<file path="config.mk">
export PLATFORM = sky130hd
export DESIGN_NAME = note_to_timer_settings
export DESIGN_NICKNAME = d
export VERILOG_FILES = /design/src/rtl/ntts_pkg.sv /design/src/rtl/ntts_head.sv /design/src/rtl/ntts_cell.sv /design/src/rtl/ntts_out.sv /design/src/rtl/note_to_timer_settings.sv
export SDC_FILE = /design/constraint.sdc
export NUM_CORES = 2
export LEC_CHECK = 0
export ABC_AREA = 0
export BUFFER_PORTS_ARGS = -buffer_cell sky130_fd_sc_hd__buf_4
export CAP_MARGIN = 25
export CORE_MARGIN = 3
export CORE_UTILIZATION = 34
export DETAILED_ROUTE_END_ITERATION = 6
export PLACE_DENSITY = 0.58
export RECOVER_POWER = 50
export SLEW_MARGIN = 15
export SYNTH_ARGS = -nofsm -noshare
export SYNTH_HDL_FRONTEND = slang
export SYNTH_HIERARCHICAL = 1
export SYNTH_SLANG_ARGS = --single-unit
</file>
<file path="constraint.sdc">
create_clock -name clk_i -period 9.8 [get_ports clk_i]
set_input_delay 0 -clock clk_i [delete_from_list [all_inputs] [get_ports clk_i]]
set_output_delay 0 -clock clk_i [all_outputs]
set_load 0.01 [all_outputs]
</file>
<file path="src/rtl/ntts_pkg.sv">
package ntts_pkg;

  localparam int unsigned FreqW    = 16;
  localparam int unsigned FracW    = 8;
  localparam int unsigned TempoW   = 9;
  localparam int unsigned ToneDivW = FreqW;
  localparam int unsigned NoteDivW = TempoW + FracW;
  localparam int unsigned QuotW    = 23;
  localparam int unsigned NumSteps = QuotW;

  localparam logic [TempoW-1:0] TempoReset = 9'd120;
  localparam logic [FreqW-1:0]  MinFreq    = 16'd8;
  localparam logic [QuotW-1:0]  ToneNum    = 23'd500000;
  localparam logic [QuotW-1:0]  NoteNum    = 23'd7500000;

  typedef struct packed {
    logic [FreqW-1:0] tone_freq;
    logic [FracW-1:0] note_fraction;
  } in_t;

  typedef struct packed {
    logic [15:0] pwm_top;
    logic [14:0] pwm_compare;
    logic [14:0] overflow_count;
    logic [7:0]  remainder_ticks;
    logic        bad_note;
  } out_t;

  // Partial state of both dividers; dq shifts dividend bits out and quotient bits in.
  typedef struct packed {
    logic                bad;
    logic [ToneDivW-1:0] tone_div;
    logic [ToneDivW-1:0] tone_rem;
    logic [QuotW-1:0]    tone_dq;
    logic [NoteDivW-1:0] note_div;
    logic [NoteDivW-1:0] note_rem;
    logic [QuotW-1:0]    note_dq;
  } cell_t;

endpackage

</file>
<file path="src/rtl/ntts_head.sv">
module ntts_head (
  input  logic                          clk_i,
  input  logic                          rst_ni,
  input  logic                          tempo_we_i,
  input  logic [ntts_pkg::TempoW-1:0]   tempo_bpm_i,
  input  logic                          in_valid_i,
  output logic                          in_stall_o,
  input  ntts_pkg::in_t                 in_data_i,
  output logic                          vld_o,
  output ntts_pkg::cell_t               data_o,
  input  logic                          rdy_i
);

  logic [ntts_pkg::TempoW-1:0]   tempo_q;
  logic                          vld_q;
  ntts_pkg::cell_t               data_q, data_d;
  logic [ntts_pkg::NoteDivW-1:0] prod;
  logic                          rdy;

  assign rdy        = !vld_q || rdy_i;
  assign in_stall_o = !rdy;
  assign prod       = {{ntts_pkg::FracW{1'b0}}, tempo_q} *
                      {{ntts_pkg::TempoW{1'b0}}, in_data_i.note_fraction};

  always_comb begin
    data_d          = '0;
    data_d.bad      = (in_data_i.tone_freq < ntts_pkg::MinFreq) || (prod == '0);
    data_d.tone_div = in_data_i.tone_freq;
    data_d.tone_dq  = ntts_pkg::ToneNum;
    data_d.note_div = prod;
    data_d.note_dq  = ntts_pkg::NoteNum;
  end

  always_ff @(posedge clk_i or negedge rst_ni) begin
    if (!rst_ni) begin
      tempo_q <= ntts_pkg::TempoReset;
      vld_q   <= 1'b0;
    end else begin
      if (tempo_we_i) begin
        tempo_q <= tempo_bpm_i;
      end
      if (rdy) begin
        vld_q <= in_valid_i;
      end
    end
  end

  always_ff @(posedge clk_i) begin
    if (rdy && in_valid_i) begin
      data_q <= data_d;
    end
  end

  assign vld_o  = vld_q;
  assign data_o = data_q;

endmodule

</file>
<file path="src/rtl/ntts_cell.sv">
module ntts_cell (
  input  logic            clk_i,
  input  logic            rst_ni,
  input  logic            vld_i,
  input  ntts_pkg::cell_t data_i,
  output logic            rdy_o,
  output logic            vld_o,
  output ntts_pkg::cell_t data_o,
  input  logic            rdy_i
);

  logic                          vld_q;
  ntts_pkg::cell_t               data_q, data_d;
  logic [ntts_pkg::ToneDivW:0]   tone_trial;
  logic [ntts_pkg::NoteDivW:0]   note_trial;
  logic                          tone_bit, note_bit;

  assign rdy_o = !vld_q || rdy_i;

  // One restoring step per lane: pull in the next dividend bit, subtract if it fits.
  always_comb begin
    tone_trial = {data_i.tone_rem, data_i.tone_dq[ntts_pkg::QuotW-1]};
    note_trial = {data_i.note_rem, data_i.note_dq[ntts_pkg::QuotW-1]};
    tone_bit   = tone_trial >= {1'b0, data_i.tone_div};
    note_bit   = note_trial >= {1'b0, data_i.note_div};
    data_d     = data_i;
    if (tone_bit) begin
      tone_trial = tone_trial - {1'b0, data_i.tone_div};
    end
    if (note_bit) begin
      note_trial = note_trial - {1'b0, data_i.note_div};
    end
    data_d.tone_rem = tone_trial[ntts_pkg::ToneDivW-1:0];
    data_d.note_rem = note_trial[ntts_pkg::NoteDivW-1:0];
    data_d.tone_dq  = {data_i.tone_dq[ntts_pkg::QuotW-2:0], tone_bit};
    data_d.note_dq  = {data_i.note_dq[ntts_pkg::QuotW-2:0], note_bit};
  end

  always_ff @(posedge clk_i or negedge rst_ni) begin
    if (!rst_ni) begin
      vld_q <= 1'b0;
    end else if (rdy_o) begin
      vld_q <= vld_i;
    end
  end

  always_ff @(posedge clk_i) begin
    if (rdy_o && vld_i) begin
      data_q <= data_d;
    end
  end

  assign vld_o  = vld_q;
  assign data_o = data_q;

endmodule

</file>
<file path="src/rtl/ntts_out.sv">
module ntts_out (
  input  logic            clk_i,
  input  logic            rst_ni,
  input  logic            vld_i,
  input  ntts_pkg::cell_t data_i,
  output logic            rdy_o,
  output logic            out_valid_o,
  input  logic            out_stall_i,
  output ntts_pkg::out_t  out_data_o
);

  logic           vld_q;
  ntts_pkg::out_t data_q, data_d;

  assign rdy_o = !vld_q || !out_stall_i;

  // Zero every timer field on a bad note.
  always_comb begin
    data_d = '0;
    data_d.bad_note = data_i.bad;
    if (!data_i.bad) begin
      data_d.pwm_top         = data_i.tone_dq[15:0];
      data_d.pwm_compare     = data_i.tone_dq[15:1];
      data_d.overflow_count  = data_i.note_dq[22:8];
      data_d.remainder_ticks = data_i.note_dq[7:0];
    end
  end

  always_ff @(posedge clk_i or negedge rst_ni) begin
    if (!rst_ni) begin
      vld_q <= 1'b0;
    end else if (rdy_o) begin
      vld_q <= vld_i;
    end
  end

  always_ff @(posedge clk_i) begin
    if (rdy_o && vld_i) begin
      data_q <= data_d;
    end
  end

  assign out_valid_o = vld_q;
  assign out_data_o  = data_q;

endmodule

</file>
<file path="src/rtl/note_to_timer_settings.sv">
// Channel   Direction  Handshake                   Payload
// note in   input      in_valid_i / in_stall_o     in_data_i  (ntts_pkg::in_t)
// result    output     out_valid_o / out_stall_i   out_data_o (ntts_pkg::out_t)
// tempo     input      tempo_we_i                  tempo_bpm_i
//
// One note per cycle enters while in_stall_o is low; its result passes an input stage
// that forms tempo * fraction, 23 divider cells (one quotient bit each for both
// dividers), and an output register. Each stage holds while the next is full and
// stalled, so bubbles close up. Reset clears all valid flags and sets the tempo to 120.
module note_to_timer_settings (
  input  logic                        clk_i,
  input  logic                        rst_ni,
  input  logic                        tempo_we_i,
  input  logic [ntts_pkg::TempoW-1:0] tempo_bpm_i,
  input  logic                        in_valid_i,
  output logic                        in_stall_o,
  input  ntts_pkg::in_t               in_data_i,
  output logic                        out_valid_o,
  input  logic                        out_stall_i,
  output ntts_pkg::out_t              out_data_o
);

  logic            vld [ntts_pkg::NumSteps+1];
  logic            rdy [ntts_pkg::NumSteps+1];
  ntts_pkg::cell_t data[ntts_pkg::NumSteps+1];

  ntts_head u_head (
    .clk_i       (clk_i),
    .rst_ni      (rst_ni),
    .tempo_we_i  (tempo_we_i),
    .tempo_bpm_i (tempo_bpm_i),
    .in_valid_i  (in_valid_i),
    .in_stall_o  (in_stall_o),
    .in_data_i   (in_data_i),
    .vld_o       (vld[0]),
    .data_o      (data[0]),
    .rdy_i       (rdy[0])
  );

  for (genvar k = 0; k < ntts_pkg::NumSteps; k++) begin : g_cell
    ntts_cell u_cell (
      .clk_i  (clk_i),
      .rst_ni (rst_ni),
      .vld_i  (vld[k]),
      .data_i (data[k]),
      .rdy_o  (rdy[k]),
      .vld_o  (vld[k+1]),
      .data_o (data[k+1]),
      .rdy_i  (rdy[k+1])
    );
  end

  ntts_out u_out (
    .clk_i       (clk_i),
    .rst_ni      (rst_ni),
    .vld_i       (vld[ntts_pkg::NumSteps]),
    .data_i      (data[ntts_pkg::NumSteps]),
    .rdy_o       (rdy[ntts_pkg::NumSteps]),
    .out_valid_o (out_valid_o),
    .out_stall_i (out_stall_i),
    .out_data_o  (out_data_o)
  );

endmodule

</file>
* After elaboration in Yosys (flattened, before gate mapping) *
Index checks and enable logic that the tools add are counted.

operators by class
  add/sub/neg operators = 44
  $mul = 1
  muxes and demuxes = 42
  reductions and logical operators = 79
  magnitude comparators = 47

operators by type and width
  kind                   count
  $ge 18x17->1           22
  $ge 17x16->1           22
  $mux 17                21
  $sub 17x17->17         21
  $mux 16                21
  $sub 16x16->16         21
  $logic_not 1->1        27
  $logic_or 1x1->1       26
  $logic_and 1x1->1      25
  $ge 1x17->1 const A    1
  $logic_not 17->1       1
  $mul 9x8->17           1
  $sub 1x17->17 const A  1
  $ge 1x16->1 const A    1
  $lt 16x4->1 const B    1
  $sub 1x16->16 const A  1

word-level totals
  logic and storage cells = 439
  output and inout bits = 57
  register bits = 2,010

* Depth between registers and ports, before layout *
  depth after elaboration = 27
  mapped depth = 26
  mapped depth without buffers = 26

* Cells and area by module *
Netlist, hierarchy kept.

by module, submodules not included
  module                            cells an instance  area each (µm²)  times used
  ntts_cell (g_cell[0].u_cell ...)  453                5,680.4          21
  ntts_cell (g_cell[19].u_cell)     439                5,667.9          1
  ntts_cell (g_cell[13].u_cell)     411                5,621.6          1
  ntts_head                         431                4,516.8          1
  ntts_out                          102                1,651.6          1

* Least setup slack after synthesis *
No wires, ideal clock.

  kind = register -> register
  start point = register u_out.vld_q, in the netlist u_out/out_valid_o
  end point = register g_cell[0].u_cell.data_q (netlist bit g_cell[0].u_cell/data_o[0]), enable pin
  data required time = 9.315 ns
  setup slack = 3.433 ns
  setup time = 0.485 ns
  buffers on the path = 0
  stages on the path, launching flop included = 26
  period minus slack after synthesis = 6.367 ns
  arrival = 5.882 ns
  cells stage by stage = dfrtp_1 nand2_1 nand2b_1 nand2b_1 nand2b_1 nand2b_1 nand2b_1 nand2b_1 nand2b_1 nand2b_1 nand2b_1 nand2b_1 nand2b_1 nand2b_1 nand2b_1 nand2b_1 nand2b_1 nand2b_1 nand2b_1 nand2b_1 nand2b_1 nand2b_1 nand2b_1 nand2b_1 nand2b_1 and2_1

RTL lines
  item                    RTL line         text
  from (decl)             ntts_out.sv:12   logic vld_q;
  from (signal assigned)  ntts_out.sv:33   vld_q <= vld_i;
  to (signal assigned)    ntts_cell.sv:49  data_q <= data_d;
  to (decl)               ntts_cell.sv:13  ntts_pkg::cell_t data_q, data_d;

==> parameters.txt <==
Parameter                              Value

Outcome
  Run status ... finished with violations
  Failing checks ... design-rule violations, max-capacitance violations, max-slew violations

Global route
  Pin count of the biggest net entering global routing ... 81
  Total overflow reported by the global router ... 0
  Number of antenna violations at the first check in global routing ... 6
  Global routing usage summed across all routing layers ... 13.0%
  Vias in the first global route ... 77300
  First-pass GRT wire length ... 413000 microns

Timing
  Fmax ... 162 MHz
  Portion of the clock cycle consumed by the worst path in the final layout ... 63.0%
  Unrepaired setup endpoints after global routing ... no
  Max transition margin ... -134%
  Number of slew-limit violations in the final report ... 663
  Slew of the pin with the lowest slew margin ... 3500 ps
  Final period demand of the worst path ... 6170 ps
  Number of setup violations in the final report ... 0
  Final setup skew ... 53.0 ps
  Final hold violations ... 0
  Setup TNS ... 0 ps

Setup path
  Path type of the worst setup path ... flip-flop to output port
  WP data arrival ... 6170 ps
  R2r setup slk ... 3630 ps
  Worst reg-to-reg path cell count ... 5
  RR Startpoint ... u_out/out_valid_o$_DFFE_PN0P_
  Critical Path Fanout Max ... 4
  Worst r2r dst ... g_cell[21].u_cell/data_o[4]$_DFFE_PP_
  Worst Setup Start Kind ... flip-flop
  Data required time of the worst path ... 9800 ps
  Crit path capture type ... output port

Clock tree
  Maximum clock insertion buffer count ... 4
  Clock input transition at the sequential cells of the worst setup and hold paths ... 60 ps
  Resized Gates After CTS ... 0
  Source-to-sink clock delay at the later pin of the worst-skew pair ... 840 ps
  TritonCTS clock tree ... yes
  Cell at the root of the clock tree ... clkbuf_16
  Total setup buffers inserted after CTS ... 0
  Count of clock tree sinks ... 2501
  Number of buffers created by CTS ... 276
  Number of H-tree branching levels ... 5

Synthesis
  Total of warnings raised by yosys ... 6
  Average cell area after synthesis ... 12.3 sq um
  Netlist area before placement ... 129000 sq um
  Number of cells produced by synthesis ... 10500

Min path
  Worst hold path class ... input pin to flip-flop
  Launch instance of the worst min-delay path ... in_data_i[7]
  Worst hold stages ... 5
  Endpoint of the worst hold-timing path ... u_head/data_o[56]$_DFFE_PP_

Placement
  Final Wtd Congestion ... 0.885
  I/O Buffers ... 94
  Dpl cell area ... 135000 sq um
  Final HPWL DP ... 196000 microns

Floorplanning
  Core footprint ... 377000 sq um
  Total die area ... 388000 sq um
  I/O pin total ... 95
  Site Rows ... 225
  Die boundary height ... 623 microns
  Starting density of the core ... 34.3%
  Die X-Extent ... 623 microns

Power and ir drop
  PD cells ... 321 nW/um^2
  Leakage power ... 55.7 nW
  Max VDD drop ... 0.161 mV

Detailed routing
  Via count of the routed design ... 78400
  Starting DRT DRC Count ... 4521
  Count of nets left with antenna violations after detail routing ... 0
  DRC violations left ... 2
  Total wire length ... 258000 microns
  Drt first pass iters ... 7
  Routed length per placed instance ... 16.2 microns
  Routed via count divided by cell count ... 4.92

Layout
  Total Nets Final ... 11700
  Layout cells sized above 1 ... 8.13%
  Layout-stage area growth over the synthesis result ... 10.7%
  Fin area ... 143000 sq um

Run
  Max_cap viols ... 16
==> power by group <==
part / switching, W / internal (W) / total (W)
combinational: 0.0114 / 0.00778 / 0.0192
sequential: 0.00142 / 0.0157 / 0.0171
clock: 0.00408 / 0.00561 / 0.00970
==> flip-flops by register name, summed over array words and instances, names as in the netlist <==
signal	cells
g_cell.u_cell/vld_o	23
u_out/out_valid_o	1
u_head/data_o	34
u_head/vld_o	1
g_cell.u_cell/data_o	2393
u_head/tempo_q	9
u_out/out_data_o	40
==> worst max-delay path, stage by stage (launching register included) <==
cell      delay, ps
dfrtp_1         430
nand2_1          70
nand2b_1        160
nand2b_1        170
nand2b_1        170
nand2b_1        170
nand2b_1        180
nand2b_1        180
nand2b_1        180
nand2b_1        180
nand2b_1        170
nand2b_1        180
nand2b_1        180
nand2b_1        190
nand2b_1        200
nand2b_1        200
nand2b_1        200
nand2b_1        200
nand2b_1        210
nand2b_1        230
nand2b_1        210
nand2b_1        190
nand2b_1        200
nand2b_1        230
nand2b_1        210
nand2b_1        190
inv_1           140
buf_4           150
==> metrics by stage <==
stage | setup slack [ps] | total power [W] | cells | utilization (%) | hold slack (ps)
after floorplan | 3460 | 0.0323 | 10600 | - | -296
final | 3630 | 0.0460 | 15900 | 37.9 | 114
after detailed placement | 3690 | 0.0366 | 15400 | 35.7 | 17.6
after CTS | 3400 | 0.0466 | 15900 | 38.2 | 59.4
after global routing | 2900 | 0.0494 | 15900 | 37.9 | 122
after global placement | 3670 | 0.0365 | 15400 | 35.7 | 13.8
==> layer usage <==
| metal | global-route usage, % | wire (microns) |
|---|---|---|
| met1 | 15.7 | 111000 |
| met2 | 23.8 | 132000 |
| met3 | 1.54 | 8050 |
| met4 | 4.10 | 8060 |
| met5 | 0 | 0 |
==> worst max path at each step <==
stage	cells after the start	start	to	slack, ps
5_1_grt	5	u_out/out_valid_o$_DFFE_PN0P_	g_cell[21].u_cell/data_o[71]$_DFFE_PP_	2900
3_5_place_dp	26	u_out/out_valid_o$_DFFE_PN0P_	g_cell[0].u_cell/data_o[7]$_DFFE_PP_	3690
2_1_floorplan	25	u_out/out_valid_o$_DFFE_PN0P_	g_cell[0].u_cell/data_o[0]$_DFFE_PP_	3460
3_3_place_gp	26	u_out/out_valid_o$_DFFE_PN0P_	g_cell[0].u_cell/data_o[71]$_DFFE_PP_	3670
4_1_cts	27	u_out/out_valid_o$_DFFE_PN0P_	in_stall_o	3400
6_report	27	u_out/out_valid_o$_DFFE_PN0P_	in_stall_o	3630
==> cell usage in the layout, fill, tap and decap left out, drive strengths merged, types with 108 or more instances in the layout <==
master / instances
nand4: 113
edfxtp: 2467
mux2: 213
inv: 1057
xnor2: 232
xor2: 229
and3: 108
nand2b: 133
a31oi: 110
a21o: 182
a21oi: 507
a211oi: 196
o31ai: 226
nand2: 944
nor2: 345
clkinv: 110
and2: 150
nand3: 155
clkbuf: 428
o21ai: 856
nor2b: 131
ha: 796
==> area by class of cell <==
type                       instances  area, sq um
antenna                            2         5.00
clock buffer                     333         7250
clock inverter                   152         1230
fill                           36000       234000
inverter                        1043         3920
multi-input combinational       6697        48000
sequential                      2501        74900
tap                             4994         6250
timing repair buffer             213         1440
==> timing repair <==
item                                   CTS  global route
endpoints found under the hold margin  136             0
hold buffers                            70             0
setup endpoints to repair                0             0
Note: power is estimated with default switching activity, not from simulation.
